<file path="config.mk">
export PLATFORM = sky130hd
export DESIGN_NAME = printable_string_scanner_core_flat
export DESIGN_NICKNAME = d
export VERILOG_FILES = /design/src/hdl/pss_pkg.sv /design/src/hdl/pss_chan_if.sv /design/src/hdl/pss_classify.sv /design/src/hdl/pss_tracker.sv /design/src/hdl/pss_outbuf.sv /design/src/hdl/printable_string_scanner_core.sv /design/src/flat_wrapper.sv
export SDC_FILE = /design/constraint.sdc
export NUM_CORES = 1
export LEC_CHECK = 0
export ABC_AREA = 1
export BUFFER_PORTS_ARGS = -buffer_cell sky130_fd_sc_hd__buf_2
export CORE_UTILIZATION = 30
export DETAILED_ROUTE_END_ITERATION = 7
export HOLD_SLACK_MARGIN = 0.15
export PLACE_DENSITY_LB_ADDON = 0.25
export REMOVE_ABC_BUFFERS = 1
export SYNTH_ARGS = -nofsm -noshare
export SYNTH_HDL_FRONTEND = slang
export SYNTH_SLANG_ARGS = --single-unit
export TNS_END_PERCENT = 30
</file>
<file path="constraint.sdc">
create_clock -name clk_i -period 15.45 [get_ports clk_i]
set_input_delay 3.09 -clock clk_i [delete_from_list [all_inputs] [get_ports clk_i]]
set_output_delay 3.09 -clock clk_i [all_outputs]
set_load 0.05 [all_outputs]
</file>
<file path="src/hdl/pss_pkg.sv">
package pss_pkg;

  localparam int unsigned OFFSET_BITS = 32;
  localparam int unsigned LENGTH_BITS = 16;

  localparam int unsigned UNIT_BITS   = 16;
  localparam int unsigned OFS_BITS    = 32;
  localparam int unsigned RLEN_BITS   = 16;
  localparam int unsigned MINLEN_BITS = 16;
  localparam int unsigned CFG_IDX_BITS  = 1;
  localparam int unsigned CFG_DATA_BITS = 16;

  localparam logic [7:0] BYTE_LOW  = 8'd32;
  localparam logic [7:0] BYTE_HIGH = 8'd126;
  localparam logic [7:0] BYTE_LF   = 8'd10;
  localparam logic [7:0] BYTE_CR   = 8'd13;
  localparam logic [7:0] BYTE_TAB  = 8'd9;
  localparam logic [UNIT_BITS-1:0] WIDE_LOW  = 16'd32;
  localparam logic [UNIT_BITS-1:0] WIDE_HIGH = 16'hFEFF;

  localparam logic [MINLEN_BITS-1:0] MIN_LENGTH_RESET = 16'd4;

  typedef enum logic [CFG_IDX_BITS-1:0] {
    CFG_MIN_LENGTH = 1'b0,
    CFG_WIDE_MODE  = 1'b1
  } cfg_idx_e;

  typedef struct packed {
    logic [UNIT_BITS-1:0] unit;
    logic                 last;
  } in_item_t;

  typedef struct packed {
    logic [OFS_BITS-1:0]  start_offset;
    logic [RLEN_BITS-1:0] run_length;
    logic                 is_wide;
  } out_item_t;

  typedef struct packed {
    logic [MINLEN_BITS-1:0] min_length;
    logic                   wide_mode;
  } cfg_t;

  // classification of one unit
  typedef struct packed {
    logic extend;
    logic ends;
  } unit_class_t;

endpackage

</file>
<file path="src/hdl/pss_chan_if.sv">
interface pss_in_if;
  logic               valid;
  logic               ready;
  pss_pkg::in_item_t  data;

  modport source (output valid, output data, input ready);
  modport sink   (input valid, input data, output ready);
endinterface

interface pss_out_if;
  logic               valid;
  logic               ready;
  pss_pkg::out_item_t data;

  modport source (output valid, output data, input ready);
  modport sink   (input valid, input data, output ready);
endinterface

</file>
<file path="src/hdl/pss_classify.sv">
module pss_classify (
  input  logic [pss_pkg::UNIT_BITS-1:0] unit_i,
  input  logic                          wide_i,
  output pss_pkg::unit_class_t          class_o
);

  logic [7:0] byte_w;
  logic       byte_ok;
  logic       wide_ok;

  assign byte_w  = unit_i[7:0];
  assign byte_ok = (byte_w >= pss_pkg::BYTE_LOW && byte_w <= pss_pkg::BYTE_HIGH)
                || byte_w == pss_pkg::BYTE_LF || byte_w == pss_pkg::BYTE_CR
                || byte_w == pss_pkg::BYTE_TAB;
  assign wide_ok = unit_i >= pss_pkg::WIDE_LOW && unit_i <= pss_pkg::WIDE_HIGH;

  always_comb begin
    if (wide_i) begin
      class_o.extend = wide_ok;
      class_o.ends   = (unit_i == '0);
    end else begin
      class_o.extend = byte_ok;
      class_o.ends   = !byte_ok;
    end
  end

endmodule

</file>
<file path="src/hdl/pss_tracker.sv">
module pss_tracker (
  input  logic                 clk_i,
  input  logic                 rst_ni,
  input  logic                 accept_i,
  input  pss_pkg::in_item_t    item_i,
  input  pss_pkg::cfg_t        cfg_i,
  input  pss_pkg::unit_class_t class_i,
  output logic                 emit_o,
  output pss_pkg::out_item_t   result_o
);

  localparam int unsigned OB = pss_pkg::OFFSET_BITS;
  localparam int unsigned LB = pss_pkg::LENGTH_BITS;
  localparam int unsigned CW = LB + pss_pkg::MINLEN_BITS;
  localparam int unsigned RW = LB + pss_pkg::RLEN_BITS;
  localparam int unsigned SW = OB + pss_pkg::OFS_BITS;

  logic [OB-1:0] position_q, position_d;
  logic [OB-1:0] run_start_q, run_start_d;
  logic [LB-1:0] run_count_q, run_count_d;

  logic [OB-1:0] step;
  logic [LB-1:0] count_inc;
  logic [LB-1:0] count_new;
  logic [LB-1:0] close_cnt;
  logic [OB-1:0] start_new;
  logic [CW-1:0] need_w;
  logic [CW-1:0] close_w;
  logic [RW-1:0] len_w;
  logic [SW-1:0] ofs_w;

  // saturating increment
  assign count_inc = (run_count_q == '1) ? run_count_q : run_count_q + LB'(1);
  assign count_new = class_i.extend ? count_inc : (class_i.ends ? '0 : run_count_q);
  assign start_new = (class_i.extend && run_count_q == '0) ? position_q : run_start_q;
  assign step      = cfg_i.wide_mode ? OB'(2) : OB'(1);

  // a terminator closes the old run, otherwise end of image flushes the new one
  always_comb begin
    if (class_i.ends) begin
      close_cnt = run_count_q;
    end else if (item_i.last) begin
      close_cnt = count_new;
    end else begin
      close_cnt = '0;
    end
  end

  // zero min_length acts as one
  assign need_w  = (cfg_i.min_length == '0) ? CW'(1) : CW'(cfg_i.min_length);
  assign close_w = CW'(close_cnt);
  assign emit_o  = (close_cnt != '0) && (close_w >= need_w);

  assign len_w = RW'(close_cnt);
  assign ofs_w = SW'(start_new);
  assign result_o.start_offset = ofs_w[pss_pkg::OFS_BITS-1:0];
  assign result_o.run_length   = (len_w > RW'({pss_pkg::RLEN_BITS{1'b1}}))
                               ? {pss_pkg::RLEN_BITS{1'b1}}
                               : len_w[pss_pkg::RLEN_BITS-1:0];
  assign result_o.is_wide      = cfg_i.wide_mode;

  always_comb begin
    position_d  = position_q;
    run_start_d = run_start_q;
    run_count_d = run_count_q;
    if (accept_i) begin
      run_start_d = start_new;
      if (item_i.last) begin
        position_d  = '0;
        run_count_d = '0;
      end else begin
        position_d  = position_q + step;
        run_count_d = count_new;
      end
    end
  end

  always_ff @(posedge clk_i or negedge rst_ni) begin
    if (!rst_ni) begin
      position_q  <= '0;
      run_start_q <= '0;
      run_count_q <= '0;
    end else begin
      position_q  <= position_d;
      run_start_q <= run_start_d;
      run_count_q <= run_count_d;
    end
  end

`ifndef ASSERT_OFF
  a_last_clears : assert property (@(posedge clk_i) disable iff (!rst_ni)
    accept_i && item_i.last |=> position_q == '0 && run_count_q == '0)
    else $error("end of image did not clear scan state");
  a_ends_clears : assert property (@(posedge clk_i) disable iff (!rst_ni)
    accept_i && class_i.ends |=> run_count_q == '0)
    else $error("terminator left a run open");
  a_no_wrap : assert property (@(posedge clk_i) disable iff (!rst_ni)
    accept_i && class_i.extend && !item_i.last |=> run_count_q != '0)
    else $error("run count wrapped to zero");
`endif

endmodule

</file>
<file path="src/hdl/pss_outbuf.sv">
module pss_outbuf (
  input  logic               clk_i,
  input  logic               rst_ni,
  input  logic               push_i,
  input  pss_pkg::out_item_t data_i,
  output logic               space_o,
  pss_out_if.source          out_o
);

  localparam logic [1:0] FULL = 2'd2;

  logic [1:0]         count_q, count_d;
  pss_pkg::out_item_t slot0_q, slot0_d;
  pss_pkg::out_item_t slot1_q, slot1_d;
  logic               pop;

  assign pop       = (count_q != '0) && out_o.ready;
  assign space_o   = (count_q != FULL);
  assign out_o.valid = (count_q != '0);
  assign out_o.data  = slot0_q;

  always_comb begin
    count_d = count_q;
    slot0_d = slot0_q;
    slot1_d = slot1_q;
    case (count_q)
      2'd0: begin
        if (push_i) begin
          slot0_d = data_i;
          count_d = 2'd1;
        end
      end
      2'd1: begin
        if (push_i && pop) begin
          slot0_d = data_i;
        end else if (push_i) begin
          slot1_d = data_i;
          count_d = FULL;
        end else if (pop) begin
          count_d = 2'd0;
        end
      end
      FULL: begin
        if (pop) begin
          slot0_d = slot1_q;
          count_d = 2'd1;
        end
      end
      default: begin
        count_d = '0;
      end
    endcase
  end

  always_ff @(posedge clk_i or negedge rst_ni) begin
    if (!rst_ni) begin
      count_q <= '0;
    end else begin
      count_q <= count_d;
    end
  end

  always_ff @(posedge clk_i) begin
    slot0_q <= slot0_d;
    slot1_q <= slot1_d;
  end

`ifndef ASSERT_OFF
  a_no_overflow : assert property (@(posedge clk_i) disable iff (!rst_ni)
    push_i |-> count_q != FULL)
    else $error("result pushed into full buffer");
  a_count_range : assert property (@(posedge clk_i) disable iff (!rst_ni)
    count_q != 2'd3)
    else $error("buffer count out of range");
  a_drain : assert property (@(posedge clk_i) disable iff (!rst_ni)
    count_q == 2'd1 && pop && !push_i |=> count_q == '0)
    else $error("buffer did not drain");
  a_head_hold : assert property (@(posedge clk_i) disable iff (!rst_ni)
    count_q == FULL && !pop |=> $stable(slot0_q) && count_q == FULL)
    else $error("stalled head result changed");
`endif

endmodule

</file>
<file path="src/hdl/printable_string_scanner_core.sv">
// channel   dir  payload                                  transaction when
// in_i      in   unit[15:0], last                         in_i.valid && in_i.ready
// out_o     out  start_offset[31:0], run_length[15:0],    out_o.valid && out_o.ready
//                is_wide
// cfg       in   cfg_idx_i, cfg_data_i[15:0]              cfg_we_i
//
// one unit per cycle while a result slot is free: classify, count and compare
// sit between the scan state registers and a two-entry result buffer
// a result appears on out_o the cycle after the unit that closes its run, behind
// any earlier result still waiting in the buffer
// in_i.ready drops only when both result slots hold untaken results
// rst_ni is asynchronous: scan state, buffer count and config registers reset,
// min_length to 4 and byte mode
module printable_string_scanner_core (
  input  logic                              clk_i,
  input  logic                              rst_ni,
  input  logic                              cfg_we_i,
  input  logic [pss_pkg::CFG_IDX_BITS-1:0]  cfg_idx_i,
  input  logic [pss_pkg::CFG_DATA_BITS-1:0] cfg_data_i,
  pss_in_if.sink                            in_i,
  pss_out_if.source                         out_o
);

  // configuration registers
  pss_pkg::cfg_t cfg_q, cfg_d;

  // scan datapath
  pss_pkg::unit_class_t unit_class;
  pss_pkg::out_item_t   result;
  logic                 emit;
  logic                 accept;
  logic                 space;

  always_comb begin
    cfg_d = cfg_q;
    if (cfg_we_i) begin
      case (pss_pkg::cfg_idx_e'(cfg_idx_i))
        pss_pkg::CFG_MIN_LENGTH: cfg_d.min_length = cfg_data_i[pss_pkg::MINLEN_BITS-1:0];
        pss_pkg::CFG_WIDE_MODE:  cfg_d.wide_mode  = cfg_data_i[0];
        default:                 cfg_d = cfg_q;
      endcase
    end
  end

  always_ff @(posedge clk_i or negedge rst_ni) begin
    if (!rst_ni) begin
      cfg_q.min_length <= pss_pkg::MIN_LENGTH_RESET;
      cfg_q.wide_mode  <= 1'b0;
    end else begin
      cfg_q <= cfg_d;
    end
  end

  // take a unit whenever a result slot is free
  assign in_i.ready = space;
  assign accept     = in_i.valid && space;

  pss_classify u_classify (
    .unit_i  (in_i.data.unit),
    .wide_i  (cfg_q.wide_mode),
    .class_o (unit_class)
  );

  pss_tracker u_tracker (
    .clk_i    (clk_i),
    .rst_ni   (rst_ni),
    .accept_i (accept),
    .item_i   (in_i.data),
    .cfg_i    (cfg_q),
    .class_i  (unit_class),
    .emit_o   (emit),
    .result_o (result)
  );

  // results wait here so scanning goes on while the consumer stalls
  pss_outbuf u_outbuf (
    .clk_i   (clk_i),
    .rst_ni  (rst_ni),
    .push_i  (accept && emit),
    .data_i  (result),
    .space_o (space),
    .out_o   (out_o)
  );

`ifndef ASSERT_OFF
  a_emit_len : assert property (@(posedge clk_i) disable iff (!rst_ni)
    accept && emit |-> result.run_length != '0)
    else $error("zero length run reported");
  a_emit_min : assert property (@(posedge clk_i) disable iff (!rst_ni)
    accept && emit && cfg_q.min_length != '0 |-> result.run_length >= cfg_q.min_length)
    else $error("short run reported");
  a_result_seen : assert property (@(posedge clk_i) disable iff (!rst_ni)
    accept && emit |=> out_o.valid)
    else $error("reported run not presented");
`endif

endmodule

</file>
<file path="src/flat_wrapper.sv">
// flat-port wrapper written by rule: the top's interface ports become plain ports
module printable_string_scanner_core_flat 
  (clk_i, rst_ni, cfg_we_i, cfg_idx_i, cfg_data_i, in_i_valid, in_i_data, in_i_ready, out_o_valid, out_o_data, out_o_ready);
  pss_in_if in_i_i ();
  pss_out_if out_o_i ();
  input  logic clk_i;
  input  logic rst_ni;
  input  logic cfg_we_i;
  input  logic [pss_pkg::CFG_IDX_BITS-1:0] cfg_idx_i;
  input  logic [pss_pkg::CFG_DATA_BITS-1:0] cfg_data_i;
  input wire logic [$bits(in_i_i.valid)-1:0] in_i_valid;
  input wire logic [$bits(in_i_i.data)-1:0] in_i_data;
  output wire logic [$bits(in_i_i.ready)-1:0] in_i_ready;
  output wire logic [$bits(out_o_i.valid)-1:0] out_o_valid;
  output wire logic [$bits(out_o_i.data)-1:0] out_o_data;
  input wire logic [$bits(out_o_i.ready)-1:0] out_o_ready;
  assign in_i_i.valid = in_i_valid;
  assign in_i_i.data = in_i_data;
  assign in_i_ready = in_i_i.ready;
  assign out_o_valid = out_o_i.valid;
  assign out_o_data = out_o_i.data;
  assign out_o_i.ready = out_o_ready;
  printable_string_scanner_core u_core (.clk_i(clk_i), .rst_ni(rst_ni), .cfg_we_i(cfg_we_i), .cfg_idx_i(cfg_idx_i), .cfg_data_i(cfg_data_i), .in_i(in_i_i), .out_o(out_o_i));
endmodule
</file>
==> report_table.html <==
<table>
<tr><th>Metric</th><th>Value</th></tr>
<tr><th colspan="2">Outcome</th></tr>
<tr><td>Run status</td><td>finished clean</td></tr>
<tr><th colspan="2">Worst setup path</th></tr>
<tr><td>Kind of capture point of the worst setup path</td><td>flop</td></tr>
<tr><td>Critical Path, Cell by Cell</td><td>buf_2 &gt; nor2_1 &gt; nand2_1 &gt; nor2_1 &gt; nand2_1 &gt; nand3_4 &gt; nand2_8 &gt; inv_2 &gt; nand2_2 &gt; nand3_2 &gt; nand2_1 &gt; ha_1 &gt; nand2_1 &gt; inv_1 &gt; nand3_1 &gt; nor3_1 &gt; nand2_1 &gt; nand3_1 &gt; nand2_1 &gt; inv_1 &gt; nand3_1 &gt; nor2_4 &gt; buf_4</td></tr>
<tr><td>Buf+Inv Stages, Crit Path</td><td>5</td></tr>
<tr><td>Critical Path Slowest Stage Cell</td><td>buf_4</td></tr>
<tr><td>Max Fanout on Critical Path</td><td>49</td></tr>
<tr><td>CP Class</td><td>input pin to flop</td></tr>
<tr><td>Data required time at the worst endpoint</td><td>15.52 ns</td></tr>
<tr><td>CP delay by family, top</td><td>simple AND/OR/NAND/NOR gates</td></tr>
<tr><td>Most common cell type on the critical path</td><td>nand2_1</td></tr>
<tr><td>Stage delay of the slowest cell on the critical path</td><td>0.59 ns</td></tr>
<tr><td>CP Launch Type</td><td>input pin</td></tr>
<tr><td>CP Data Arrival Time</td><td>6.65 ns</td></tr>
<tr><th colspan="2">Detailed routing</th></tr>
<tr><td>Total via count after detailed routing</td><td>8243</td></tr>
<tr><td>Routed Antenna Nets</td><td>0</td></tr>
<tr><td>Avg Vias per Cell</td><td>4.78</td></tr>
<tr><td>Drt pass-1 iters</td><td>5</td></tr>
<tr><td>Wire per inst</td><td>15.3 um</td></tr>
<tr><td>Detailed router's first-iteration violation count</td><td>656</td></tr>
<tr><td>DRT Wirelength</td><td>26400 um</td></tr>
<tr><td>DRC violation count after routing</td><td>0</td></tr>
<tr><th colspan="2">Placement</th></tr>
<tr><td>RePlAce Congestion</td><td>0.907</td></tr>
<tr><td>Total half-perimeter wirelength after legalization and detailed placement</td><td>18500 um</td></tr>
<tr><td>Count of placed standard cells including taps</td><td>1693</td></tr>
<tr><td>Number of I/O port buffers</td><td>89</td></tr>
<tr><td>Post-detailed-placement cell area</td><td>11200 um2</td></tr>
<tr><td>Dpl ws</td><td>8.37 ns</td></tr>
<tr><th colspan="2">GRT</th></tr>
<tr><td>Number of global-route vias before repair</td><td>8086</td></tr>
<tr><td>Total track usage</td><td>0.156</td></tr>
<tr><td>Met1 track demand over resource</td><td>0.228</td></tr>
<tr><td>First-pass GRT wire length</td><td>43800 um</td></tr>
<tr><td>Initial antenna violation count</td><td>0</td></tr>
<tr><td>Busiest metal layer after global routing</td><td>met2</td></tr>
<tr><td>Largest net degree at the start of global routing</td><td>70</td></tr>
<tr><td>Global Route met3 Usage</td><td>0.0249</td></tr>
<tr><td>Overflow left after global routing</td><td>0</td></tr>
<tr><td>Global-route track usage on met2</td><td>0.237</td></tr>
<tr><th colspan="2">CTS</th></tr>
<tr><td>Clk Tree Root Cell</td><td>clkbuf_16</td></tr>
<tr><td>CTS H-Tree Depth</td><td>4</td></tr>
<tr><td>Clock transition at the registers of the reported paths</td><td>0.07 ns</td></tr>
<tr><td>Number of buffers added by the clock tree synthesis step</td><td>17</td></tr>
<tr><td>CTS tree</td><td>built</td></tr>
<tr><td>Buffers inserted by post-CTS timing repair</td><td>0</td></tr>
<tr><td>Number of instances resized during post-cts repair</td><td>0</td></tr>
<tr><td>Hold bufs inserted after CTS</td><td>0</td></tr>
<tr><td>Maximum root-to-sink buffer count</td><td>2</td></tr>
<tr><td>Total number of clock tree sinks</td><td>197</td></tr>
<tr><td>Clk Latency, worst-skew pair</td><td>0.44 ns</td></tr>
<tr><th colspan="2">Timing</th></tr>
<tr><td>Max-slew headroom at the worst pin</td><td>0.387</td></tr>
<tr><td>Max-slew violation count</td><td>0</td></tr>
<tr><td>Setup slack after layout</td><td>8.87 ns</td></tr>
<tr><td>Final setup violation count</td><td>0</td></tr>
<tr><td>Minimum clock period</td><td>6.58 ns</td></tr>
<tr><td>Fin Clk Skew</td><td>0.00931 ns</td></tr>
<tr><td>Count of endpoints failing hold in the final timing report</td><td>0</td></tr>
<tr><td>Setup repair after global routing missed its margin</td><td>no</td></tr>
<tr><td>Slew at the pin closest to its max-slew limit</td><td>0.917 ns</td></tr>
<tr><td>Total negative setup slack</td><td>0 ns</td></tr>
<tr><td>Highest clock frequency the design can meet</td><td>152 MHz</td></tr>
<tr><td>Post-route fraction of the period consumed by the critical path</td><td>0.426</td></tr>
<tr><th colspan="2">Pwr</th></tr>
<tr><td>Total Power Consumption</td><td>1.66 mW</td></tr>
<tr><td>Clk network pwr share</td><td>0.290</td></tr>
<tr><td>Net switching power of the design</td><td>0.630 mW</td></tr>
<tr><td>Reported leakage power</td><td>5.14 nW</td></tr>
<tr><td>Peak supply drop</td><td>0.0856 mV</td></tr>
<tr><td>Switching Fraction</td><td>0.379</td></tr>
<tr><td>Register share of total power</td><td>0.423</td></tr>
<tr><td>Combinational fraction of design power</td><td>0.287</td></tr>
<tr><td>Power density of the placed cells</td><td>140 nW/um2</td></tr>
<tr><td>Internal Dissipation</td><td>1.03 mW</td></tr>
<tr><th colspan="2">Die</th></tr>
<tr><td>Core region area</td><td>33800 um2</td></tr>
<tr><td>Placement row count</td><td>67</td></tr>
<tr><td>Vertical extent of the die</td><td>188 um</td></tr>
<tr><td>Top-Level Pins</td><td>90</td></tr>
<tr><td>Initial core utilization</td><td>0.307</td></tr>
<tr><td>DIE WIDTH</td><td>188 um</td></tr>
<tr><td>Die outline area</td><td>35300 um2</td></tr>
<tr><th colspan="2">Layout</th></tr>
<tr><td>Post-route cell area</td><td>11900 um2</td></tr>
<tr><td>Finished Layout Cells</td><td>1725</td></tr>
<tr><td>Antenna diode count</td><td>0</td></tr>
<tr><td># nets final</td><td>1324</td></tr>
<tr><td>Fraction of final layout cells with drive strength greater than 1</td><td>0.182</td></tr>
<tr><td>P&amp;R area growth vs syn</td><td>14.4%</td></tr>
<tr><td>Fill cell total of the finished layout</td><td>3458</td></tr>
<tr><th colspan="2">Yosys</th></tr>
<tr><td>Most frequent cells after synthesis</td><td>nand2_1, dfrtp_1, edfxtp_1, nor2_1, inv_1</td></tr>
<tr><td>Dominant cells by area after synthesis</td><td>edfxtp_1, dfrtp_1, nand2_1</td></tr>
<tr><td>Number of enable-type register cells in the synthesized netlist</td><td>98</td></tr>
<tr><td>Most repeated cell in the gate-level netlist after synthesis</td><td>nand2_1</td></tr>
<tr><td>Number of cells produced by synthesis</td><td>1188</td></tr>
<tr><td>Synthesis-stage register bit count</td><td>197</td></tr>
<tr><td>Post-synth top flop</td><td>edfxtp_1</td></tr>
<tr><td>Sequential fraction of the synthesis area</td><td>0.523</td></tr>
<tr><td>Share of the synthesized area in the top cell type</td><td>0.284</td></tr>
<tr><td>Count of different cell masters after synthesis</td><td>49</td></tr>
<tr><td>Post-Syn Area</td><td>10400 um2</td></tr>
<tr><td>Cell accounting for the most synthesized area</td><td>edfxtp_1</td></tr>
<tr><td>Mapped Avg Cell Area</td><td>8.72 um2</td></tr>
<tr><td>Synthesis Warnings</td><td>0</td></tr>
<tr><td>Fraction of registers with async set or reset after synthesis</td><td>0.503</td></tr>
<tr><th colspan="2">Min path</th></tr>
<tr><td>Hold/Removal Path Class</td><td>flop to flop</td></tr>
<tr><th colspan="2">Flow run</th></tr>
<tr><td>Count of max-cap constraint violations</td><td>0</td></tr>
</table>
-- through the flow --
| step | utilization | hold slack (ns) |
|---|---|---|
| detailed placement | 0.332 | 0.465 |
| floorplan | - | 0.449 |
| global route | 0.351 | 0.500 |
| global placement | 0.332 | 0.461 |
| CTS | 0.351 | 0.485 |
| finish | 0.351 | 0.479 |
-- routing by layer --
layer	routed length (um)	up-vias
li1	-	4146
met1	13800	3921
met2	11400	158
met3	940	18
met4	254	0
met5	0	-
-- sequential cells by signal, indices dropped and copies added, names as in the netlist --
register	cells
u_core.u_outbuf.count_q	2
u_core.u_tracker.run_start_q	32
u_core.u_tracker.position_q	32
u_core.u_outbuf.slot1_q	49
u_core.cfg_q	17
u_core.u_tracker.run_count_q	16
u_core.u_outbuf.out_o.data	49
-- cell type report --
type                    instances  area (um2)  area share
flip-flops and latches        197        5420       0.457
multi-input cells             854        4360       0.368
well taps                     448         561      0.0473
repair buffers                 99         523      0.0441
clock buffers                  18         439      0.0371
inverters                      95         357      0.0301
clock inverters                14         186      0.0157
-- worst paths after layout --
path | start | cells past startpoint | end | slack (ns)
max in group asynchronous | rst_ni | 2 | u_core.cfg_q[1]$_DFFE_PN0P_ | 11.58
worst min-delay path | u_core.u_tracker.run_start_q[11]$_DFFE_PN0P_ | 2 | u_core.u_tracker.run_start_q[11]$_DFFE_PN0P_ | 0.48
worst min register to register | u_core.u_tracker.run_start_q[11]$_DFFE_PN0P_ | 2 | u_core.u_tracker.run_start_q[11]$_DFFE_PN0P_ | 0.48
min in group asynchronous | rst_ni | 1 | u_core.cfg_q[5]$_DFFE_PN0P_ | 2.67
worst max register to register | u_core.cfg_q[0]$_DFFE_PN0P_ | 19 | u_core.u_outbuf.slot1_q[40]$_DFFE_PP_ | 11.13
worst max-delay path | in_i_data[7] | 23 | u_core.u_outbuf.slot1_q[40]$_DFFE_PP_ | 8.87
-- cell usage in the layout (no fill, tap or decap), types with 6 or more instances in the layout --
cell,n
o21ai_2,14
buf_4,11
nand4_1,19
nor2_4,6
edfxtp_1,98
nand3_1,68
o21ai_1,7
nand2_1,367
xor2_1,7
inv_2,7
o31ai_1,7
nor2_2,15
nand2_2,32
ha_1,20
nor4_1,14
nor2_1,93
o21ai_0,29
inv_1,87
nand3_2,16
clkbuf_16,17
o22ai_1,15
dfrtp_1,98
a21oi_1,52
a31oi_1,29
buf_2,88
nor3_1,20
-- power by group through the flow --
stage	Sequential, mW	Clock (mW)	Combinational, mW
after floorplan	0.881	0	0.185
after global placement	0.715	0	0.478
after detailed placement	0.716	0	0.483
after CTS	0.705	0.494	0.484
after global routing	0.714	0.512	0.522
final	0.704	0.482	0.478
-- tightest hold or removal path: stages, from the launching register on --
cell and delay [ns]:
dfrtp_1 0.34, nand2_1 0.05, nand2_1 0.05
-- cells by family (layout without fill, tap and decap cells) --
logic type      count (synthesis)  in the layout  share of synthesized area
compound gates                159            159                     0.0907
xor+xnor                        9              9                    0.00761
fa+ha+maj                      21             21                     0.0261
buf+inv                       137            226                     0.0566
flops                         197            197                      0.523
simple gates                  665            665                      0.296
No activity file was read; power rests on OpenSTA's default activity.
